## src/rtl/core/owbm_pkg.sv

```systemverilog
// shared types, register map and constants of the one-wire bus master
package owbm_pkg;

	localparam int NUM_REGS        = 8;
	localparam int REG_W           = 10;
	localparam int ADDR_W          = 5;
	localparam int COUNT_WIDTH_DEF = 10;
	localparam int GAP_TICKS       = 5;

	localparam int S_TDATA_W = 16;
	localparam int S_TUSER_W = 3;
	localparam int M_TDATA_W = 16;

	localparam logic [2:0] REG_RESET_LOW    = 3'd0;
	localparam logic [2:0] REG_PRESENCE_SMP = 3'd1;
	localparam logic [2:0] REG_RESET_REC    = 3'd2;
	localparam logic [2:0] REG_READ_LOW     = 3'd3;
	localparam logic [2:0] REG_READ_SMP     = 3'd4;
	localparam logic [2:0] REG_READ_REC     = 3'd5;
	localparam logic [2:0] REG_WRITE_SHORT  = 3'd6;
	localparam logic [2:0] REG_WRITE_LONG   = 3'd7;

	localparam logic [1:0] FUNC_RESET = 2'd0;
	localparam logic [1:0] FUNC_WRITE = 2'd1;
	localparam logic [1:0] FUNC_READ  = 2'd2;

	typedef logic [REG_W-1:0] reg_word_t;

	localparam reg_word_t REG_DEFAULTS [NUM_REGS] = '{
		10'd485, 10'd65, 10'd500, 10'd2, 10'd13, 10'd45, 10'd3, 10'd65
	};

	typedef enum logic [3:0] {
		PH_IDLE     = 4'd0,
		PH_RST_LOW  = 4'd1,
		PH_RST_WAIT = 4'd2,
		PH_RST_REC  = 4'd3,
		PH_RD_LOW   = 4'd4,
		PH_RD_WAIT  = 4'd5,
		PH_RD_REC   = 4'd6,
		PH_WR_LOW   = 4'd7,
		PH_WR_HIGH  = 4'd8,
		PH_WR_GAP   = 4'd9
	} phase_t;

endpackage

```

## src/rtl/core/one_wire_bus_master_top.sv

```systemverilog
// one-wire bus master: tick stream in, bus drive and status stream out
//
// channel   dir  handshake          payload
// s_*       in   s_tvalid/s_tready  s_tdata: write_data, bus_level; s_tuser: cmd_valid, func
// m_*       out  m_tvalid/m_tready  m_tdata: bus_pull_low, busy, done, device_absent, read_data
// apb       in   psel/penable       eight 10-bit timing registers at byte address 4*i
//
// one word per cycle while m_tready does not stall; each word passes an input register
// and then a result register, from which its result is sent
// the phase, tick counter, bit index and shift byte update in the result stage
// arst_n clears the pipeline valids, the controller state and loads the default timings
// a stall on m_tready holds both stages; s_tready drops only when both are full
module one_wire_bus_master_top #(
	parameter int COUNT_WIDTH = owbm_pkg::COUNT_WIDTH_DEF
) (
	input  logic                            clk,
	input  logic                            arst_n,
	input  logic                            s_tvalid,
	output logic                            s_tready,
	// [7:0] write_data, [8] bus_level, [15:9] zero
	input  logic [owbm_pkg::S_TDATA_W-1:0]  s_tdata,
	// [0] cmd_valid, [2:1] func
	input  logic [owbm_pkg::S_TUSER_W-1:0]  s_tuser,
	output logic                            m_tvalid,
	input  logic                            m_tready,
	// [0] bus_pull_low, [1] busy_res, [2] done_res, [3] device_absent,
	// [11:4] read_data, [15:12] zero
	output logic [owbm_pkg::M_TDATA_W-1:0]  m_tdata,
	input  logic                            psel,
	input  logic                            penable,
	input  logic                            pwrite,
	input  logic [owbm_pkg::ADDR_W-1:0]     paddr,
	input  logic [31:0]                     pwdata,
	output logic [31:0]                     prdata,
	output logic                            pready
);

	localparam int CW = COUNT_WIDTH;
	localparam int WW = (CW > owbm_pkg::REG_W) ? CW : owbm_pkg::REG_W;
	localparam logic [WW-1:0] CMAX_W = WW'((64'd1 << CW) - 64'd1);
	localparam logic [CW-1:0] CMAX   = CMAX_W[CW-1:0];

	owbm_pkg::reg_word_t cfg_q [owbm_pkg::NUM_REGS];

	logic [2:0] cfg_idx;
	logic       cfg_wr;

	logic       v_s1;
	logic       cmd_valid_s1;
	logic [1:0] func_s1;
	logic [7:0] wdata_s1;
	logic       level_s1;

	logic                      m_valid_q;
	logic [owbm_pkg::M_TDATA_W-1:0] m_data_q;
	logic                      adv;

	owbm_pkg::phase_t phase_q, phase_n, ph;
	logic [CW-1:0]    tick_q, tick_n, tc, tc_inc, dur;
	logic [2:0]       bit_q, bit_n;
	logic [7:0]       shift_q, shift_n;
	logic             absent_q, absent_n;
	logic [7:0]       read_q, read_n;
	logic             pull, busy, done;
	owbm_pkg::reg_word_t raw;

	function automatic logic [CW-1:0] clip(input owbm_pkg::reg_word_t r);
		logic [WW-1:0] rw;
		logic [CW-1:0] t;
		begin
			rw = WW'(r);
			if (rw > CMAX_W) t = CMAX;
			else t = rw[CW-1:0];
			if (t == '0) t = CW'(1);
			return t;
		end
	endfunction

	// configuration port
	assign pready  = 1'b1;
	assign cfg_idx = paddr[owbm_pkg::ADDR_W-1:2];
	assign cfg_wr  = psel && penable && pwrite && pready;
	assign prdata  = {{(32 - owbm_pkg::REG_W){1'b0}}, cfg_q[cfg_idx]};

	always_ff @(posedge clk or negedge arst_n) begin
		if (!arst_n) begin
			cfg_q <= owbm_pkg::REG_DEFAULTS;
		end else if (cfg_wr) begin
			cfg_q[cfg_idx] <= pwdata[owbm_pkg::REG_W-1:0];
		end
	end

	// pipeline control
	assign adv      = !m_valid_q || m_tready;
	assign s_tready = !v_s1 || adv;
	assign m_tvalid = m_valid_q;
	assign m_tdata  = m_data_q;

	always_ff @(posedge clk or negedge arst_n) begin
		if (!arst_n) begin
			v_s1 <= 1'b0;
		end else if (s_tready) begin
			v_s1 <= s_tvalid;
		end
	end

	always_ff @(posedge clk) begin
		if (s_tvalid && s_tready) begin
			cmd_valid_s1 <= s_tuser[0];
			func_s1      <= s_tuser[2:1];
			wdata_s1     <= s_tdata[7:0];
			level_s1     <= s_tdata[8];
		end
	end

	// next state and outputs for the word in the input register
	always_comb begin
		ph    = phase_q;
		tc    = tick_q;
		bit_n = bit_q;
		shift_n = shift_q;
		absent_n = absent_q;
		read_n = read_q;
		done  = 1'b0;

		if (phase_q == owbm_pkg::PH_IDLE && cmd_valid_s1) begin
			unique case (func_s1)
				owbm_pkg::FUNC_RESET: begin
					ph = owbm_pkg::PH_RST_LOW;
					tc = '0;
					bit_n = '0;
				end
				owbm_pkg::FUNC_WRITE: begin
					ph = owbm_pkg::PH_WR_LOW;
					tc = '0;
					bit_n = '0;
					shift_n = wdata_s1;
				end
				owbm_pkg::FUNC_READ: begin
					ph = owbm_pkg::PH_RD_LOW;
					tc = '0;
					bit_n = '0;
					shift_n = '0;
				end
				default: begin
					tc = '0;
					bit_n = '0;
				end
			endcase
		end

		unique case (ph)
			owbm_pkg::PH_RST_LOW:  raw = cfg_q[owbm_pkg::REG_RESET_LOW];
			owbm_pkg::PH_RST_WAIT: raw = cfg_q[owbm_pkg::REG_PRESENCE_SMP];
			owbm_pkg::PH_RST_REC:  raw = cfg_q[owbm_pkg::REG_RESET_REC];
			owbm_pkg::PH_RD_LOW:   raw = cfg_q[owbm_pkg::REG_READ_LOW];
			owbm_pkg::PH_RD_WAIT:  raw = cfg_q[owbm_pkg::REG_READ_SMP];
			owbm_pkg::PH_RD_REC:   raw = cfg_q[owbm_pkg::REG_READ_REC];
			owbm_pkg::PH_WR_LOW:   raw = shift_n[0] ? cfg_q[owbm_pkg::REG_WRITE_SHORT]
			                                        : cfg_q[owbm_pkg::REG_WRITE_LONG];
			owbm_pkg::PH_WR_HIGH:  raw = shift_n[0] ? cfg_q[owbm_pkg::REG_WRITE_LONG]
			                                        : cfg_q[owbm_pkg::REG_WRITE_SHORT];
			default:               raw = owbm_pkg::REG_W'(owbm_pkg::GAP_TICKS);
		endcase
		dur = clip(raw);

		busy = (ph != owbm_pkg::PH_IDLE);
		pull = (ph == owbm_pkg::PH_RST_LOW) || (ph == owbm_pkg::PH_RD_LOW) ||
		       (ph == owbm_pkg::PH_WR_LOW);
		tc_inc  = (tc == CMAX) ? tc : tc + CW'(1);
		phase_n = ph;
		tick_n  = tc;

		if (busy) begin
			tick_n = tc_inc;
			if (tc_inc >= dur) begin
				tick_n = '0;
				unique case (ph)
					owbm_pkg::PH_RST_LOW:  phase_n = owbm_pkg::PH_RST_WAIT;
					owbm_pkg::PH_RST_WAIT: begin
						absent_n = level_s1;
						phase_n  = owbm_pkg::PH_RST_REC;
					end
					owbm_pkg::PH_RST_REC: begin
						done    = 1'b1;
						phase_n = owbm_pkg::PH_IDLE;
					end
					owbm_pkg::PH_RD_LOW:   phase_n = owbm_pkg::PH_RD_WAIT;
					owbm_pkg::PH_RD_WAIT: begin
						shift_n = {level_s1, shift_n[7:1]};
						phase_n = owbm_pkg::PH_RD_REC;
					end
					owbm_pkg::PH_RD_REC: begin
						if (bit_n == 3'd7) begin
							read_n  = shift_n;
							done    = 1'b1;
							phase_n = owbm_pkg::PH_IDLE;
						end else begin
							bit_n   = bit_n + 3'd1;
							phase_n = owbm_pkg::PH_RD_LOW;
						end
					end
					owbm_pkg::PH_WR_LOW:   phase_n = owbm_pkg::PH_WR_HIGH;
					owbm_pkg::PH_WR_HIGH:  phase_n = owbm_pkg::PH_WR_GAP;
					owbm_pkg::PH_WR_GAP: begin
						shift_n = {1'b0, shift_n[7:1]};
						if (bit_n == 3'd7) begin
							done    = 1'b1;
							phase_n = owbm_pkg::PH_IDLE;
						end else begin
							bit_n   = bit_n + 3'd1;
							phase_n = owbm_pkg::PH_WR_LOW;
						end
					end
					default: phase_n = owbm_pkg::PH_IDLE;
				endcase
			end
		end
	end

	// controller state
	always_ff @(posedge clk or negedge arst_n) begin
		if (!arst_n) begin
			phase_q  <= owbm_pkg::PH_IDLE;
			tick_q   <= '0;
			bit_q    <= '0;
			shift_q  <= '0;
			absent_q <= 1'b0;
			read_q   <= '0;
		end else if (adv && v_s1) begin
			phase_q  <= phase_n;
			tick_q   <= tick_n;
			bit_q    <= bit_n;
			shift_q  <= shift_n;
			absent_q <= absent_n;
			read_q   <= read_n;
		end
	end

	// result register
	always_ff @(posedge clk or negedge arst_n) begin
		if (!arst_n) begin
			m_valid_q <= 1'b0;
		end else if (adv) begin
			m_valid_q <= v_s1;
		end
	end

	always_ff @(posedge clk) begin
		if (adv && v_s1) begin
			m_data_q <= {4'b0, read_n, absent_n, done, busy, pull};
		end
	end

endmodule
```

## config.mk

```make
export PLATFORM = sky130hd
export DESIGN_NAME = one_wire_bus_master_top
export DESIGN_NICKNAME = d
export VERILOG_FILES = /design/src/rtl/core/owbm_pkg.sv /design/src/rtl/core/one_wire_bus_master_top.sv
export SDC_FILE = /design/constraint.sdc
export NUM_CORES = 1
export LEC_CHECK = 0
export BUFFER_PORTS_ARGS = -buffer_cell sky130_fd_sc_hd__buf_4
export CAP_MARGIN = 20
export CORE_MARGIN = 4
export CORE_UTILIZATION = 58
export DETAILED_ROUTE_END_ITERATION = 10
export GPL_TIMING_DRIVEN = 1
export PLACE_DENSITY = 0.78
export SYNTH_ARGS = -nofsm -noshare
export SYNTH_HDL_FRONTEND = slang
export SYNTH_SLANG_ARGS = --single-unit
```

## constraint.sdc

```tcl
create_clock -name clk -period 4.8 [get_ports clk]
set_input_delay 0.48 -clock clk [delete_from_list [all_inputs] [get_ports clk]]
set_output_delay 0.48 -clock clk [all_outputs]
set_load 0.005 [all_outputs]
```

==> results.toml <==
[grt]
busiest_layer = "met2"
globalRouteTotalUtil = 0.2713
grtUsageMet3 = 0.06269
antenna_found_initial = 0
use_met2 = 0.4337
overflow = 0
grt_start_max_net_pins = 76
grt_pass1_wl_mm = 33.70
grt_pass1_vias = 6250
use_met1 = 0.3550

[pwr]
vdd_drop_max_mv = 0.3592
combPwrFrac = 0.377
seq_power_share = 0.357
power_mw = 4.730
power_density_nw_per_um2 = 502.7
netSwitchingPower_mw = 1.691
p_sw_frac = 0.3575
clockPowerShare = 0.265
leakage_nw = 3.996
internal_power_mw = 3.039

[timing]
hold_viol = 0
finalSetupViolations = 0
finalMaxSlewViolations = 0
clock.fmax_ghz = 0.2160
holdWs_ps = 214.7
period_needed_ps = 4629
finClkSkew_ps = 7.468
tightest_slew_ps = 1180
final.period_utilization = 0.9644
slew_headroom = 0.2102

[critical_path]
r2r_start = "cmd_valid_s1"
crit_fanout = 12
cp-start-kind = "register"
cp.required_ps = 4990
reg2reg_depth = 19
rrSetupSlack_ps = 170
r2r-end = "m_tdata[3]"
worstPathArrival_ps = 4820
critPathKind = "register to register"
cp-end-kind = "register"

[placed_design]
place_hpwl_mm = 14.41
dp_cells = 940
gp_congestion = 0.9426
placed_cell_area_um2 = 8672
numPortBuffers = 55

[cells_and_area]
multiInputGateArea_um2 = 4075
nFillCells = 914
antenna_cells = 0
drive_above_1_share = 0.3773
seq_area_um2 = 3657
stdcell_area_um2 = 9409
fin_util = 0.7049
layout_common_cells = "mux2_2 (102), buf_4 (100), dfrtp_1 (89)"
layout_commonest_cell = "mux2_2"
finalNonFillerCells = 987
syn2layout_area_growth_pct = 17.87
fin_nets = 877

[synthesis]
synth.distinct_cells = 70
syn-cell-area_um2 = 7983
synth_seq_cells = 140
synthesis.instances = 705
ys_async_sr_fraction = 0.8286
yosys_warnings = 0
synth_edf_count = 24
yosysSeqAreaShare = 0.4580
postSynthAreaPerCell_um2 = 11.32
synthFlopType = "dfrtp_1"

[clock_tree]
clk_latency_ps = 440
cts_sinks = 140
cts.path.max_buffers = 2
cts_tree = "yes"
root_buffer = "clkbuf_16"
cts_hold_buf = 0
htreeDepth = 4
clkSlewWorstSetupHoldPaths_ps = 60
cts_buffers = 17

[drt]
wl_per_cell_um = 21.37
ant_nets = 0
via_count = 6338
wirelength_mm = 21.10
drtPass1Iterations = 7
drc = 0
drt_iter0_markers = 573
avgViaCountPerCell = 6.421

[status]
status = "completed"

[die]
row_count = 42
ios = 114
fp.dieH_um = 125.3
die_w_um = 125.3
die_area_um2 = 15700
initial_utilization = 0.5981
core_region_area_um2 = 13350

[flow_run]
drv_cap = 0

[hold_path]
hp-class = "input pin to asynchronous set/reset pin"
==> stage by stage <==
step / setup slack (ps) / setup TNS (ps)
6_report: 170.9 / 0
5_1_grt: -53.41 / -140.7
4_1_cts: 35.57 / 0
3_5_place_dp: 27.91 / 0
3_3_place_gp: 138.6 / 0
2_1_floorplan: 465.6 / 0
==> power by group through the flow <==
stage	combinational [mW]	clock, mW	sequential [mW]
CTS	1.70	1.27	1.68
global route	1.93	1.33	1.71
detailed placement	1.67	0	1.70
finish	1.79	1.26	1.69
floorplan	1.18	0	1.60
global placement	1.62	0	1.67
==> cell usage after synthesis (13+ instances only) <==
cell	count	area share
clkbuf_1	18	0.0085
nand3_1	13	0.0082
inv_1	14	0.0066
nor2_1	39	0.018
ha_1	16	0.025
nand2_1	68	0.032
o21ai_0	29	0.018
edfxtp_1	24	0.090
buf_4	30	0.028
mux2_2	102	0.14
dfrtp_1	90	0.28
dfstp_2	26	0.086
mux2i_1	19	0.024
a21oi_1	28	0.018
==> per-layer routing <==
metal / part of all wire / routed length, um / vias up
li1: - / - / 2769
met5: 0 / 0 / -
met1: 0.41 / 8556 / 3175
met4: 0.036 / 765 / 0
met2: 0.48 / 10190 / 334
met3: 0.075 / 1585 / 60
==> worst max path at each step <==
stage | from | end | slack [ps] | cells past startpoint
after CTS | phase_q[2] | read_q[7] | 40 | 18
after global routing | func_s1[0] | shift_q[3] | -50 | 19
after detailed placement | phase_q[2] | m_tdata[3] | 30 | 17
after global placement | phase_q[2] | read_q[7] | 140 | 17
after floorplan | phase_q[1] | m_tdata[3] | 470 | 20
final | cmd_valid_s1 | m_tdata[3] | 170 | 19
==> state kept, by name, indices dropped and copies added (netlist names) <==
name and count:
phase_q 4, v_s1 1, cfg_q 80, bit_q 3, shift_q 8, wdata_s1 8, func_s1 2, absent_q 1
m_tdata 12, tick_q 10, m_tvalid 1, level_s1 1, read_q 8, cmd_valid_s1 1
==> timing repair <==
action	in CTS	in global routing
gates cloned	0	1
setup buffers	4	8
hold endpoints to repair	0	0
gates resized for setup	0	8
pin swaps	0	6
endpoints found under the setup margin	1	31
==> cell families (layout without fill, tap and decap cells) <==
group           count (synthesis)  count (layout)  synth area share
compound gates                144             144            0.1326
mux                           133             134            0.2016
buf+inv                        72             152           0.05000
fa+ha+maj                      16              16           0.02508
xor+xnor                        7               7          0.007680
simple gates                  191             191            0.1241
other cells                     2              27         0.0009408
flops                         140             140            0.4580
==> layout make-up <==
type,count,area share
multi-input cells,519,0.4331
flip-flops and latches,140,0.3887
repair buffers,106,0.08883
clock buffers,24,0.05465
well taps,176,0.02340
clock inverters,8,0.005718
inverters,14,0.005585
==> worst max-delay path, stage by stage (launching register included) <==
cell,delay (ps)
edfxtp_1,550
nor4b_4,230
buf_4,160
a31o_2,250
nor2b_2,200
a222oi_1,340
nand2_1,160
a211oi_4,350
nand4_1,170
o31ai_2,240
ha_1,250
nand2b_1,140
a21oi_1,140
nor2b_1,60
o2111ai_1,240
a31o_2,230
a21oi_1,70
buf_4,180
nand2_1,80
mux2_2,330
Power figures use the tool's default switching activity.
